`config.mk`:
```
export PLATFORM = sky130hd
export DESIGN_NAME = distance_vector_route_update_core
export DESIGN_NICKNAME = d
export VERILOG_FILES = /design/src/dvru_pkg.sv /design/src/distance_vector_route_update_core.sv /design/src/dvru_route_mem.sv /design/src/dvru_update_logic.sv
export SDC_FILE = /design/constraint.sdc
export NUM_CORES = 2
export LEC_CHECK = 0
export BUFFER_PORTS_ARGS = -buffer_cell sky130_fd_sc_hd__buf_2
export CORE_ASPECT_RATIO = 0.9
export CORE_UTILIZATION = 45
export DETAILED_ROUTE_END_ITERATION = 6
export PLACE_DENSITY_LB_ADDON = 0.2
export SYNTH_ARGS = -nofsm -noshare
export SYNTH_HDL_FRONTEND = slang
export SYNTH_SLANG_ARGS = --single-unit
```
`constraint.sdc`:
```
create_clock -name clock -period 35 [get_ports clock]
set_input_delay 10.5 -clock clock [delete_from_list [all_inputs] [get_ports clock]]
set_output_delay 10.5 -clock clock [all_outputs]
set_load 0.1 [all_outputs]
```
`src/dvru_pkg.sv`:
```
// ----------------------------------------------------------------------------
// dvru_pkg
// Shared types, widths and helpers for the distance-vector route update core.
// ----------------------------------------------------------------------------
`timescale 1ns / 1ps

package dvru_pkg;

   localparam int TBL_DEPTH = 256;
   localparam int ADDR_W    = $clog2(TBL_DEPTH);
   localparam int DEST_W    = 8;
   localparam int HOP_W     = 8;
   localparam int COST_W    = 5;
   localparam int COUNT_W   = 9;
   localparam int CSR_IDX_W = 1;
   localparam int CSR_DATA_W = 8;

   localparam logic [COST_W-1:0] COST_INF = COST_W'(16);
   localparam logic [COST_W-1:0] LINK_COST_RESET = COST_W'(1);

   localparam logic [CSR_IDX_W-1:0] CSR_NEIGHBOR_ID = 1'b0;
   localparam logic [CSR_IDX_W-1:0] CSR_LINK_COST   = 1'b1;

   typedef enum logic [1:0] {
      REQ_LOAD      = 2'd0,
      REQ_ADVERTISE = 2'd1,
      REQ_READ      = 2'd2
   } req_code_type;

   typedef struct packed {
      logic [1:0]        req_type;
      logic [DEST_W-1:0] dest_id;
      logic [HOP_W-1:0]  hop_id;
      logic [COST_W-1:0] cost_in;
   } req_item_type;

   typedef struct packed {
      logic [HOP_W-1:0]  gw_hop;
      logic [COST_W-1:0] cost;
   } route_entry_type;

   typedef struct packed {
      logic            wr_en;       // entry is written back
      logic            count_inc;   // entry goes from empty to valid
      logic            entry_valid;
      route_entry_type entry;
   } route_update_type;

   // Clamp a cost to the unreachable value.
   function automatic logic [COST_W-1:0] sat_cost(input logic [COST_W:0] c);
      logic [COST_W-1:0] r;
      if (c > {1'b0, COST_INF}) begin
         r = COST_INF;
      end else begin
         r = c[COST_W-1:0];
      end
      return r;
   endfunction

endpackage

```
`src/distance_vector_route_update_core.sv`:
```
// ----------------------------------------------------------------------------
// distance_vector_route_update_core
// Route table keeping next hop and cost per destination id.
//
// Requests arrive on the req_ stream: tuser carries the request kind (load a
// local route, apply a neighbor advertisement, read an entry), tdata carries
// destination, next hop and cost. Every transaction yields exactly one
// response on the rsp_ stream describing the entry after the request and the
// count of valid routes. The user sets the neighbor id and link cost through
// the csr_ write port only while no request is in flight; it is not enforced.
// Throughput: one request per cycle unless the receiver stalls. A request
// passes the update stage register, then the response register. The store is
// read on accept and written back from the update stage; a back-to-back request to
// the same destination takes the written entry from a forwarding register.
// When the receiver stalls, the response register holds, the request in the
// update stage waits, and req_tready drops until the response drains.
// Reset clears all valid marks and the route count at once (no clearing
// pass), sets the neighbor id to 0 and the link cost to 1.
// ----------------------------------------------------------------------------
`timescale 1ns / 1ps

module distance_vector_route_update_core
   import dvru_pkg::*;
(
   input  logic                  clock,
   input  logic                  reset,
   // request stream
   input  logic                  req_tvalid,
   output logic                  req_tready,
   input  logic [23:0]           req_tdata,   // dest_id[7:0], hop_id[15:8], cost_in[20:16]
   input  logic [1:0]            req_tuser,   // req_type[1:0]
   // response stream
   output logic                  rsp_tvalid,
   input  logic                  rsp_tready,
   output logic [23:0]           rsp_tdata,   // next-hop id[7:0], cost_out[12:8],
                                              // route_count[21:13]
   output logic [0:0]            rsp_tuser,   // entry_valid[0]
   // configuration write port
   input  logic                  csr_we,
   input  logic [CSR_IDX_W-1:0]  csr_addr,
   input  logic [CSR_DATA_W-1:0] csr_wdata
);

   logic [HOP_W-1:0]     neighbor_ff;
   logic [COST_W-1:0]    link_cost_ff;
   logic [TBL_DEPTH-1:0] route_valid_ff;
   logic [COUNT_W-1:0]   count_ff;
   logic [COUNT_W-1:0]   count_in;

   logic                 s1_valid_ff;
   req_item_type         s1_item_ff;
   logic                 fwd_hit_ff;
   route_entry_type      fwd_entry_ff;

   logic                 rsp_valid_ff;
   logic                 rsp_entry_valid_ff;
   route_entry_type      rsp_entry_ff;
   logic [COUNT_W-1:0]   rsp_count_ff;

   req_item_type         req_item;
   logic                 req_fire;
   logic                 s1_fire;
   logic                 fwd_hit_in;
   route_entry_type      mem_rd_data;
   route_entry_type      old_entry;
   logic                 old_valid;
   route_update_type     upd;
   route_entry_type      rsp_entry_in;

   assign req_item.req_type = req_tuser;
   assign req_item.dest_id  = req_tdata[7:0];
   assign req_item.hop_id   = req_tdata[15:8];
   assign req_item.cost_in  = req_tdata[20:16];

   assign s1_fire    = s1_valid_ff && (!rsp_valid_ff || rsp_tready);
   assign req_tready = !s1_valid_ff || s1_fire;
   assign req_fire   = req_tvalid && req_tready;

   dvru_route_mem u_mem (
      .clock   (clock),
      .wr_en   (s1_fire && upd.wr_en),
      .wr_addr (s1_item_ff.dest_id[ADDR_W-1:0]),
      .wr_data (upd.entry),
      .rd_en   (req_fire),
      .rd_addr (req_item.dest_id[ADDR_W-1:0]),
      .rd_data (mem_rd_data)
   );

   // the store returns stale data when the entry is written on the read edge
   assign old_entry = fwd_hit_ff ? fwd_entry_ff : mem_rd_data;
   assign old_valid = route_valid_ff[s1_item_ff.dest_id[ADDR_W-1:0]];

   dvru_update_logic u_upd (
      .item        (s1_item_ff),
      .old_valid   (old_valid),
      .old_entry   (old_entry),
      .neighbor_id (neighbor_ff),
      .link_cost   (link_cost_ff),
      .upd         (upd)
   );

   assign count_in   = count_ff + COUNT_W'(upd.count_inc);
   assign fwd_hit_in = s1_fire && upd.wr_en && (req_item.dest_id == s1_item_ff.dest_id);

   always_comb begin
      if (upd.entry_valid) begin
         rsp_entry_in = upd.entry;
      end else begin
         rsp_entry_in.gw_hop = '0;
         rsp_entry_in.cost   = COST_INF;
      end
   end

   always_ff @(posedge clock) begin
      if (reset) begin
         neighbor_ff  <= '0;
         link_cost_ff <= LINK_COST_RESET;
      end else if (csr_we) begin
         unique case (csr_addr)
            CSR_NEIGHBOR_ID: neighbor_ff  <= csr_wdata[HOP_W-1:0];
            CSR_LINK_COST:   link_cost_ff <= csr_wdata[COST_W-1:0];
            default: ;
         endcase
      end
   end

   always_ff @(posedge clock) begin
      if (reset) begin
         s1_valid_ff    <= 1'b0;
         fwd_hit_ff     <= 1'b0;
         rsp_valid_ff   <= 1'b0;
         route_valid_ff <= '0;
         count_ff       <= '0;
      end else begin
         if (req_fire) begin
            s1_valid_ff <= 1'b1;
            fwd_hit_ff  <= fwd_hit_in;
         end else if (s1_fire) begin
            s1_valid_ff <= 1'b0;
         end

         if (s1_fire) begin
            rsp_valid_ff <= 1'b1;
            count_ff     <= count_in;
            if (upd.wr_en) begin
               route_valid_ff[s1_item_ff.dest_id[ADDR_W-1:0]] <= 1'b1;
            end
         end else if (rsp_tready) begin
            rsp_valid_ff <= 1'b0;
         end
      end
   end

   // payload registers
   always_ff @(posedge clock) begin
      if (req_fire) begin
         s1_item_ff   <= req_item;
         fwd_entry_ff <= upd.entry;
      end
      if (s1_fire) begin
         rsp_entry_valid_ff <= upd.entry_valid;
         rsp_entry_ff       <= rsp_entry_in;
         rsp_count_ff       <= count_in;
      end
   end

   assign rsp_tvalid = rsp_valid_ff;
   assign rsp_tdata  = {2'b00, rsp_count_ff, rsp_entry_ff.cost, rsp_entry_ff.gw_hop};
   assign rsp_tuser  = rsp_entry_valid_ff;

endmodule

```
`src/dvru_route_mem.sv`:
```
// ----------------------------------------------------------------------------
// dvru_route_mem
// Route entry store: one write port, one read port, registered read data.
// ----------------------------------------------------------------------------
`timescale 1ns / 1ps

module dvru_route_mem
   import dvru_pkg::*;
(
   input  logic              clock,
   input  logic              wr_en,
   input  logic [ADDR_W-1:0] wr_addr,
   input  route_entry_type   wr_data,
   input  logic              rd_en,
   input  logic [ADDR_W-1:0] rd_addr,
   output route_entry_type   rd_data
);

   route_entry_type mem [TBL_DEPTH];
   route_entry_type rd_data_ff;

   always_ff @(posedge clock) begin
      if (wr_en) begin
         mem[wr_addr] <= wr_data;
      end
   end

   always_ff @(posedge clock) begin
      if (rd_en) begin
         rd_data_ff <= mem[rd_addr];
      end
   end

   assign rd_data = rd_data_ff;

endmodule

```
`src/dvru_update_logic.sv`:
```
// ----------------------------------------------------------------------------
// dvru_update_logic
// Decides the new state of one route entry from the request and old entry.
// ----------------------------------------------------------------------------
`timescale 1ns / 1ps

module dvru_update_logic
   import dvru_pkg::*;
(
   input  req_item_type      item,
   input  logic              old_valid,
   input  route_entry_type   old_entry,
   input  logic [HOP_W-1:0]  neighbor_id,
   input  logic [COST_W-1:0] link_cost,
   output route_update_type  upd
);

   logic [COST_W-1:0] cost_sat;
   logic [COST_W-1:0] via_cost;
   route_entry_type   new_entry;
   logic              wr_en;

   assign cost_sat = sat_cost({1'b0, item.cost_in});
   assign via_cost = sat_cost({1'b0, cost_sat} + {1'b0, link_cost});

   always_comb begin
      new_entry = old_entry;
      wr_en     = 1'b0;
      unique case (item.req_type)
         REQ_LOAD: begin
            wr_en            = 1'b1;
            new_entry.gw_hop = item.hop_id;
            new_entry.cost   = cost_sat;
         end
         REQ_ADVERTISE: begin
            // fill empty, refresh same next hop, else replace on lower cost
            if (!old_valid || (old_entry.gw_hop == neighbor_id)
                || (via_cost < old_entry.cost)) begin
               wr_en            = 1'b1;
               new_entry.gw_hop = neighbor_id;
               new_entry.cost   = via_cost;
            end
         end
         default: begin
            wr_en = 1'b0;
         end
      endcase
   end

   assign upd.wr_en       = wr_en;
   assign upd.count_inc   = wr_en && !old_valid;
   assign upd.entry_valid = wr_en || old_valid;
   assign upd.entry       = new_entry;

endmodule
```
==> results.json <==
{
  "critPathKind": "primary input to output pin",
  "post_drt_wl_per_cell_microns": 31.30,
  "register_area_sq_um": 107700,
  "ys_seq_elements": 3681,
  "drt_iter0_drc": 7908,
  "cts_buffers": 372,
  "ir_drop_v": 0.00005208,
  "final_common_cell": "edfxtp_1",
  "vias": 68470,
  "cp-end-kind": "output pin",
  "die_h_microns": 536.8,
  "synth.distinct_cells": 71,
  "syn_avg_cell_area_sq_um": 21.81,
  "gp_congestion": 0.8397,
  "synth_area_leader_cell": "edfxtp_1",
  "drv_slew": 0,
  "clkTransAtPathRegs_ps": 60,
  "ctsHoldBuffers": 0,
  "fin_util_pct": 51.43,
  "final_nets": 6970,
  "rrSetupSlack_ps": 26530,
  "core_area_sq_um": 314700,
  "io_buffers": 61,
  "cts-htree-levels": 5,
  "initial_utilization_pct": 45.43,
  "final_antenna_net_count": 0,
  "min_to": "route_valid_ff[147]",
  "path_max_fanout": 4,
  "r2r_cells": 16,
  "critPathLaunch": "rsp_tready",
  "fillers": 24490,
  "cp.required_ps": 24500,
  "post_cts_buffers": 0,
  "grtUsageTotal_pct": 22.13,
  "holdCritPathClass": "flip-flop to flip-flop",
  "syn-cell-area_sq_um": 143000,
  "fmax_mhz": 46.07,
  "cts_buffer_depth": 4,
  "yosysWarnings": 0,
  "status": "complete, no violations",
  "p_per_area_nw_per_um2": 58.55,
  "cts.sinks": 3681,
  "ys.flop_type": "edfxtp_1",
  "place_hpwl_microns": 213000,
  "grt_overflow": 0,
  "max-cap-violations": 0,
  "die_w_microns": 596.2,
  "finalCritPeriodShare_pct": 62.02,
  "period_needed_ps": 21710,
  "fin_tns_setup_ps": 0,
  "holdPathStages": 2,
  "cp.arrival_ps": 11210,
  "areaGrowthSynthToFinish_pct": 13.20,
  "worstReg2RegStart": "s1_item_ff[13]",
  "cts_tree": "yes",
  "synth_enable_flop_cells": 3400,
  "cts_root_buf": "clkbuf_16",
  "cp-start-kind": "primary input",
  "p_total_uw": 9478,
  "num_rows": 195,
  "drc": 0,
  "slew-limit-headroom_pct": 8.625,
  "grt_pass1_wl_microns": 506200,
  "routed_via_density": 6.018,
  "dieArea_sq_um": 320000,
  "skew_ps": 61.25,
  "first_pass_iters": 5,
  "grt_max_degree": 140,
  "drive_gt1_share_pct": 31.36,
  "rsz0062_at_grt": "false",
  "holdCritStartpoint": "route_valid_ff[147]",
  "multi_input_area_sq_um": 33090,
  "finalHoldViolations": 0,
  "setup_viol": 0,
  "synth_top_cell_area_share_pct": 71.40,
  "drt_wl_total_microns": 356100,
  "synth_cells": 6555,
  "ys_async_sr_fraction_pct": 0,
  "seq_area_frac_synth_pct": 75.33,
  "cts_resized": 0,
  "mostFrequentLayoutCells": "edfxtp_1 (3400), mux4_2 (1149), clkbuf_16 (375)",
  "antenna_found_initial": 23,
  "synthTopCellsByArea": "edfxtp_1 (71%), mux4_2 (18%), dfxtp_1 (3.9%)",
  "grt_pass1_vias": 68180,
  "r2r-end": "u_mem.mem[210][7]",
  "worst_pin_slew_ps": 1367,
  "pin_count": 67,
  "worstSkewPairLatency_ps": 960,
  "leakagePower_uw": 0.04995
}
-- metrics by stage --
stage                     std cells  hold slack, ps  cell area (sq um)  worst slack, ps
after floorplan                6556           422.7             143000            11980
after global placement        10680           432.8             149700            13280
after detailed placement      10680           444.7             149700            13300
after CTS                     11360           456.7             161800            13300
after global routing          11370           473.6             161900            13230
final                         11380           458.9             161900            13290
-- cell usage after synthesis (22+ instances only) --
library cell,count
edfxtp_1,3400
mux4_2,1149
nor2_1,285
dfxtp_1,281
clkbuf_1,247
inv_1,229
nand2_1,145
o22ai_1,139
buf_2,73
o22ai_2,69
mux2i_1,56
buf_1,50
nor3_1,39
nand3_1,32
a21oi_1,30
a31oi_1,23
nand2b_1,22
xnor2_1,22
-- logic make-up (layout without fill, tap and decap cells) --
| family | count (synthesis) | after routing | share of synthesized area (%) |
|---|---|---|---|
| other | 1 | 16 | 0.002622 |
| XOR/XNOR | 32 | 32 | 0.1960 |
| buffers and inverters | 628 | 1298 | 1.823 |
| AO/OA/AOI/OAI | 376 | 376 | 2.050 |
| multiplexers | 1209 | 1209 | 18.52 |
| AND/OR/NAND/NOR | 615 | 615 | 1.961 |
| adder cells (fa/ha/maj) | 13 | 13 | 0.1155 |
| flip-flops | 3681 | 3681 | 75.33 |
-- critical path, stage by stage --
cell and delay (ps):
buf_2 100, nor2b_1 200, nand2_1 110, buf_2 300
-- state kept, by name (all words and copies together), names as in the netlist --
signal          cells
rsp_tuser           1
route_valid_ff    256
u_mem.rd_data      13
count_ff            9
rsp_tvalid          1
u_mem.mem        3328
neighbor_ff         8
rsp_count_ff        9
fwd_hit_ff          1
link_cost_ff        5
rsp_tdata          13
fwd_entry_ff       13
s1_valid_ff         1
s1_item_ff         23
-- routing by layer --
| metal | routed length (microns) | GRT usage [%] | share of wire (%) |
|---|---|---|---|
| met1 | 155100 | 33.28 | 44 |
| met2 | 165800 | 34.13 | 47 |
| met3 | 26980 | 3.532 | 7.6 |
| met4 | 8200 | 5.412 | 2.3 |
| met5 | 27 | 0 | 0.0076 |
-- report_power, final --
| part | leakage (uW) | switching, uW | total, uW | internal, uW |
|---|---|---|---|---|
| clock network | 0.00590 | 1690 | 3950 | 2260 |
| registers | 0.0330 | 5.95 | 4940 | 4930 |
| logic | 0.0110 | 419 | 592 | 173 |
| total | 0.0499 | 2110 | 9480 | 7360 |
-- final cells by class --
cell class | count | share of cell area (%)
clock buffers | 465 | 6.138
well taps | 4137 | 3.198
repair buffers | 385 | 1.767
clock inverters | 216 | 1.348
multi-input cells | 2247 | 20.44
diodes | 14 | 0.02164
flip-flops and latches | 3681 | 66.55
inverters | 232 | 0.5380
-- how the worst max path moves through the flow --
stage / endpoint / depth (start not counted)
CTS: req_tready / 4
floorplan: fwd_entry_ff[12] / 16
global placement: req_tready / 4
finish: req_tready / 4
global route: req_tready / 4
detailed placement: req_tready / 4
Power figures use the tool's default switching activity.
